--- src/rtl/core/tccl_pkg.sv ---
// Shared types and constants for the two-character name code lookup.
// Holds the controller state, the command and status structs and the field codes.
// No dependencies.
`timescale 1ns / 1ps

package tccl_pkg;

  // Input field codes.
  localparam logic ACT_LOAD   = 1'b0;
  localparam logic ACT_LOOKUP = 1'b1;
  localparam logic SEL_NORMAL  = 1'b0;
  localparam logic SEL_SPECIAL = 1'b1;

  // A single-character name maps to its first byte with the top bit dropped.
  localparam logic [7:0] SINGLE_MASK = 8'h7F;

  // Register index, taken from bit 2 of the byte address.
  localparam logic REG_NORMAL_COUNT  = 1'b0;
  localparam logic REG_SPECIAL_COUNT = 1'b1;

  typedef enum logic [2:0] {
    ST_IDLE,
    ST_RD_LAST,
    ST_RD_FIRST,
    ST_CHK_FIRST,
    ST_PROBE,
    ST_FINAL,
    ST_DONE
  } tccl_state_e;

  typedef enum logic [1:0] {
    RADDR_LAST,
    RADDR_FIRST,
    RADDR_MID
  } tccl_raddr_e;

  typedef enum logic [1:0] {
    RES_SINGLE,
    RES_ZERO,
    RES_MATCH
  } tccl_res_e;

  typedef struct packed {
    logic        accept;     // capture a lookup item
    logic        mem_we;     // write a load item into the table
    tccl_raddr_e raddr_sel;  // which table position to read
    logic        chk_last;   // compare against the last entry
    logic        chk_first;  // take the first entry as the lower bound
    logic        probe;      // one halving step
    logic        res_load;
    tccl_res_e   res_sel;
    logic        out_load;   // move the result into the output register
  } tccl_cmd_t;

  typedef struct packed {
    logic is_load;
    logic is_single;
    logic cnt_zero;
    logic outside;
    logic one_entry;
    logic probe_end;
  } tccl_sts_t;

endpackage

--- src/rtl/core/tccl_ctrl.sv ---
// Controller of the name code lookup: sequences one item through the search.
// Depends on tccl_pkg for the state enum and the command and status structs.
`timescale 1ns / 1ps

module tccl_ctrl import tccl_pkg::*; (
  input  logic      clk_i,
  input  logic      rst_ni,
  input  logic      in_valid_i,
  output logic      in_stall_o,
  output logic      out_valid_o,
  input  logic      out_stall_i,
  input  tccl_sts_t sts_i,
  output tccl_cmd_t cmd_o
);

  tccl_state_e state_q, state_d;
  logic        out_valid_q, out_valid_d;
  logic        out_free;

  // The output register can take a new result once its item has gone.
  assign out_free = !out_valid_q || !out_stall_i;

  always_comb begin
    state_d = state_q;
    unique case (state_q)
      ST_IDLE: begin
        if (in_valid_i && !sts_i.is_load) begin
          if (sts_i.is_single || sts_i.cnt_zero) begin
            state_d = ST_DONE;
          end else begin
            state_d = ST_RD_LAST;
          end
        end
      end
      ST_RD_LAST:  state_d = ST_RD_FIRST;
      ST_RD_FIRST: state_d = ST_CHK_FIRST;
      ST_CHK_FIRST: begin
        if (sts_i.outside) begin
          state_d = ST_DONE;
        end else if (sts_i.one_entry) begin
          state_d = ST_FINAL;
        end else begin
          state_d = ST_PROBE;
        end
      end
      ST_PROBE: begin
        if (sts_i.probe_end) begin
          state_d = ST_FINAL;
        end
      end
      ST_FINAL: state_d = ST_DONE;
      ST_DONE: begin
        if (out_free) begin
          state_d = ST_IDLE;
        end
      end
      default: state_d = ST_IDLE;
    endcase
  end

  always_comb begin
    cmd_o           = '0;
    cmd_o.raddr_sel = RADDR_LAST;
    cmd_o.res_sel   = RES_ZERO;
    unique case (state_q)
      ST_IDLE: begin
        if (in_valid_i) begin
          if (sts_i.is_load) begin
            cmd_o.mem_we = 1'b1;
          end else begin
            cmd_o.accept = 1'b1;
            if (sts_i.is_single) begin
              cmd_o.res_load = 1'b1;
              cmd_o.res_sel  = RES_SINGLE;
            end else if (sts_i.cnt_zero) begin
              cmd_o.res_load = 1'b1;
              cmd_o.res_sel  = RES_ZERO;
            end
          end
        end
      end
      ST_RD_LAST: cmd_o.raddr_sel = RADDR_LAST;
      ST_RD_FIRST: begin
        cmd_o.raddr_sel = RADDR_FIRST;
        cmd_o.chk_last  = 1'b1;
      end
      ST_CHK_FIRST: begin
        cmd_o.chk_first = 1'b1;
        if (sts_i.outside) begin
          cmd_o.res_load = 1'b1;
          cmd_o.res_sel  = RES_ZERO;
        end else if (!sts_i.one_entry) begin
          cmd_o.raddr_sel = RADDR_MID;
        end
      end
      ST_PROBE: begin
        cmd_o.probe     = 1'b1;
        cmd_o.raddr_sel = RADDR_MID;
      end
      ST_FINAL: begin
        cmd_o.res_load = 1'b1;
        cmd_o.res_sel  = RES_MATCH;
      end
      ST_DONE: cmd_o.out_load = out_free;
      default: cmd_o.out_load = 1'b0;
    endcase
  end

  always_comb begin
    out_valid_d = out_valid_q;
    if (cmd_o.out_load) begin
      out_valid_d = 1'b1;
    end else if (out_valid_q && !out_stall_i) begin
      out_valid_d = 1'b0;
    end
  end

  always_ff @(posedge clk_i or negedge rst_ni) begin
    if (!rst_ni) begin
      state_q     <= ST_IDLE;
      out_valid_q <= 1'b0;
    end else begin
      state_q     <= state_d;
      out_valid_q <= out_valid_d;
    end
  end

  assign in_stall_o  = (state_q != ST_IDLE);
  assign out_valid_o = out_valid_q;

endmodule

--- config.mk ---
export PLATFORM = sky130hd
export DESIGN_NAME = tccl_ctrl
export DESIGN_NICKNAME = d
export VERILOG_FILES = /design/src/rtl/core/tccl_pkg.sv /design/src/rtl/core/tccl_ctrl.sv
export SDC_FILE = /design/constraint.sdc
export NUM_CORES = 1
export LEC_CHECK = 0
export BUFFER_PORTS_ARGS = -buffer_cell sky130_fd_sc_hd__buf_2
export CAP_MARGIN = 20
export CORE_AREA = 5 5 42 44
export CTS_CLUSTER_DIAMETER = 100
export DETAILED_ROUTE_END_ITERATION = 10
export DIE_AREA = 0 0 47 49
export SETUP_SLACK_MARGIN = 0.05
export SLEW_MARGIN = 20
export SYNTH_ARGS = -nofsm -noshare
export SYNTH_HDL_FRONTEND = slang
export SYNTH_SLANG_ARGS = --single-unit
--- constraint.sdc ---
create_clock -name clk_i -period 1.5 [get_ports clk_i]
set_clock_uncertainty 0.15 [all_clocks]
set_input_delay 0.15 -clock clk_i [delete_from_list [all_inputs] [get_ports clk_i]]
set_output_delay 0.15 -clock clk_i [all_outputs]
set_load 0.05 [all_outputs]
======== After elaboration in Yosys (flattened, before gate mapping) ========
Index checks and enable logic that the tools add are counted.
word-level totals
  bits in registers ....................... 4
  latch bits .............................. 0
  RAM bits ................................ 0
  ROM bits ................................ 0
  output and inout bits ................... 13
  logic and storage cells ................. 48
  memories ................................ 0
cells by class
  $add $sub $neg .......................... 0
  multipliers ............................. 0
  divide/modulo/power cells ............... 0
  magnitude comparators ................... 0
  eq/ne operators ......................... 9
  shifts and indexed selects .............. 0
  mux-type cells .......................... 26
  bitwise logic cells ..................... 0
  reduce and logical (&&, ||, !) cells .... 11
operators with widths
  cell                                            count
  two-way mux 3 bit                               9
  one-hot mux 3 bit (7 select lines)              1
  two-way mux 2 bit                               5
  == test 3 bit (second input constant)           3
  two-way mux 1 bit                               9
  one-hot mux 3 bit (3 select lines)              1
  == test 3 x 2 -> 1 bit (second input constant)  2
  != test 2 bit (second input constant)           3
  one-hot mux 2 bit (3 select lines)              1
  == test 3 x 1 -> 1 bit (second input constant)  1
  zero test 1 bit                                 3
  zero test 3 bit                                 1
  AND reduction 3 bit                             1
  nonzero test 3 bit                              1
  logical AND 1 bit                               2
  logical OR 1 bit                                2
  nonzero test 2 bit                              1

======== Logic depth before layout (Yosys ltp) ========
  word-level depth ........................ 5
  mapped depth ............................ 4

======== Worst setup path before layout ========
No wires, ideal clock.
  path type ............................... reg-to-output
  start point ............................. register state_q[0]
  end point ............................... output cmd_o[10] in the netlist's numbering
  data arrival time ....................... 1756 ps
  required time ........................... 1200 ps
  path slack .............................. -556 ps
  stages on the path, launching flop included .. 5
  cells stage by stage .................... dfrtp_1 -> buf_4 -> nor3_1 -> inv_1 -> nor2_1
RTL lines
  item                      line              text
  start: declaration        tccl_ctrl.sv:16   tccl_state_e state_q, state_d;
  start signal: assignment  tccl_ctrl.sv:123  state_q <= state_d;
  end: declaration          tccl_ctrl.sv:13   output tccl_cmd_t cmd_o

==> metrics.txt <==
status complete, but fails checks; failing checks setup timing; total die area 2300 um^2; Die W 47 um; # IOs 23; power per cell area 2700 nW/um^2; total gr overflow 0; final antenna-violating net count 0; Setup Viol. Count Final 13; slowest stage delay, CP 0.53 ns; initial drt markers 6; Diodes inserted 0; FF-to-FF End state_q[1]$_DFFE_PN0P_; H-tree Lvls 1; kind of critical path reg2out; worst reg2reg startpoint state_q[2]$_DFFE_PN0P_; vias in the first global route 492; met2 wire len 845 um; Syn-to-layout area delta 138%; synth unique cells 29; Placer Congestion 0.763; clk_lat worst skew 0.24 ns; CTS buffer count 3; top routing layer used met4; arrival time worst endpoint 1.49 ns; die height 49 um; WP data required 1.20 ns; Post-layout nets 105; core area 1400 um^2; Yosys reg bits 4; Peak Freq 0.559 GHz; CTS Root Cell clkbuf_4; critical-path cell list or4_4 -> a22oi_2 -> buf_6; CP max FO 2; Hold Path Class in2reg; worst-margin pin slew 0.282 ns; drc violations 0; hold path start out_stall_i; RSZ-0062 raised after global routing true; Max-cap violations 0; YS warnings 0; Reg2Reg Depth 4; clock-pin slew on the worst setup and hold paths 0.04 ns; Synth Instances 47; Cells after DPL 93; Post-Syn Nets 57; 1st-pass router iterations 5; hpwl dp 909 um; layout cells sized above 1 76.3%; Routed met3 length 99 um; gr usage total 12.3%; Initial Utilization 27.3%; endpoint class of the critical path primary output; Worst Setup Start Kind flop; clk buf depth 2; first-pass GRT wire length 2.06 mm; CTS tree done; WL final 1.56 mm; Slew headroom 81.2%; Mean Syn Cell Area 8.15 um^2; row cnt 14; VDD IR max 0.00138 V; Via density 5.02; Leak 0.428 nW; largest net degree at the start of global routing 10; setup TNS -1.60 ns; Final period util 119%; utilization after layout 65.1%; Hold Vio Cnt, Final 0; CTS Sinks 4; Post-Layout Cell Count 109; Worst path top cell family by delay simple AND/OR/NAND/NOR gates; post-route minimum period 1.79 ns; Avg WL per Cell 14.3 um; worst path setup slack after routing -0.289 ns; wl on met1 590 um; Crit. Startpoint state_q[0]$_DFFE_PN0P_; IO Port Bufs 22; initial antenna violation count 0; WHS Endpoint out_valid_o$_DFFE_PN0P_; cell area after synthesis 383 um^2; Hold Crit Depth 3; via count of the routed design 547; Worst Path Buf+Inv 1; Crit-path slowest cell or4_4; Slew Limit Fails 0; Worst R2R Setup Slack -0.02 ns; sequential share of the synthesized area 26.1%
layer usage:
metal	vias up	GRT usage (%)
met5	-	0
met4	0	4.15
met3	4	5.17
met2	22	18.6
met1	256	15.3
li1	265	-
kinds of logic after synthesis:
| logic type | Yosys count | synth area share, % |
|---|---|---|
| buffers and inverters | 9 | 13.7 |
| AND/OR/NAND/NOR | 22 | 37.3 |
| AO/OA/AOI/OAI | 12 | 22.9 |
| flip-flops | 4 | 26.1 |
synth_stat cells, drive strengths merged:
library cell  count  share of area (%)
a222oi            1                2.6
nor3              2                3.9
nand4b            1                2.3
clkinv            1               0.98
a21oi             1                1.3
nand4             1                1.6
nor2b             1                1.6
a21o              2                3.9
nor2              5                5.6
or2b              1                2.3
o21ai             3                3.9
inv               3                2.9
buf               5                9.8
nand2b            1                3.6
a22oi             1                3.3
dfrtp             4                 26
or3               1                1.6
o31ai             1                2.0
nor3b             1                2.0
o21bai            1                2.0
and3              3                4.9
or4               1                2.9
nand2             3                2.9
a32oi             1                2.3
nand3b            1                2.0
a31oi             1                1.6
flip-flops by register name, indices dropped and copies added (netlist names):
name         cells
out_valid_o      1
state_q          3
worst min-delay path: stages:
cell and delay [ns]:
buf_2 0.09, nand2_1 0.06, o21ai_0 0.07
report_power, final:
part           internal, mW  switching [mW]  leakage (nW)
sequential            0.169          0.0927        0.0465
clock                0.0896          0.0457        0.0138
combinational          1.00            1.06         0.368
total                  1.26            1.20         0.428
worst max-delay path by stage:
stage,end,slack [ns],depth (start not counted)
after floorplan,cmd_o[3],-0.22,2
after global placement,cmd_o[3],-0.15,5
after detailed placement,cmd_o[3],-0.16,5
after CTS,cmd_o[3],-0.27,4
after global routing,cmd_o[3],-0.32,3
final,cmd_o[3],-0.29,3
cell type report:
cell class | count | area [um^2]
clock buffer | 3 | 22.5
fill | 109 | 489
inverter | 4 | 20.0
multi-input combinational | 34 | 297
sequential | 4 | 103
tap | 16 | 20.0
timing repair buffer | 48 | 450
what timing repair did:
action,CTS,global route
hold buffers,1,0
endpoints found under the setup margin,12,12
buffers inserted,2,12
resized for setup,28,29
hold endpoints to repair,4,0
pin swaps,2,9
cell usage in the layout, fill, tap and decap left out, types with 2 or more instances in the layout:
| master | n |
|---|---|
| buf_8 | 7 |
| o21ai_1 | 2 |
| dfrtp_2 | 2 |
| clkbuf_4 | 3 |
| and3_4 | 3 |
| nor2_2 | 2 |
| buf_4 | 14 |
| nor2_1 | 2 |
| buf_6 | 16 |
| dfrtp_1 | 2 |
| buf_2 | 10 |
| nand2_1 | 2 |
| nor3_4 | 2 |
| inv_4 | 2 |
metrics by stage:
stage,hold slack (ns),setup WS (ns),area [um^2],total power [mW]
after floorplan,-0.296,-0.216,419,1.24
after global placement,-0.188,-0.147,606,1.57
after detailed placement,-0.187,-0.158,606,1.58
after CTS,0.00130,-0.270,734,1.98
after global routing,0.0455,-0.322,912,2.60
final,0.0264,-0.289,912,2.46
(Power assumes the default switching activity.)
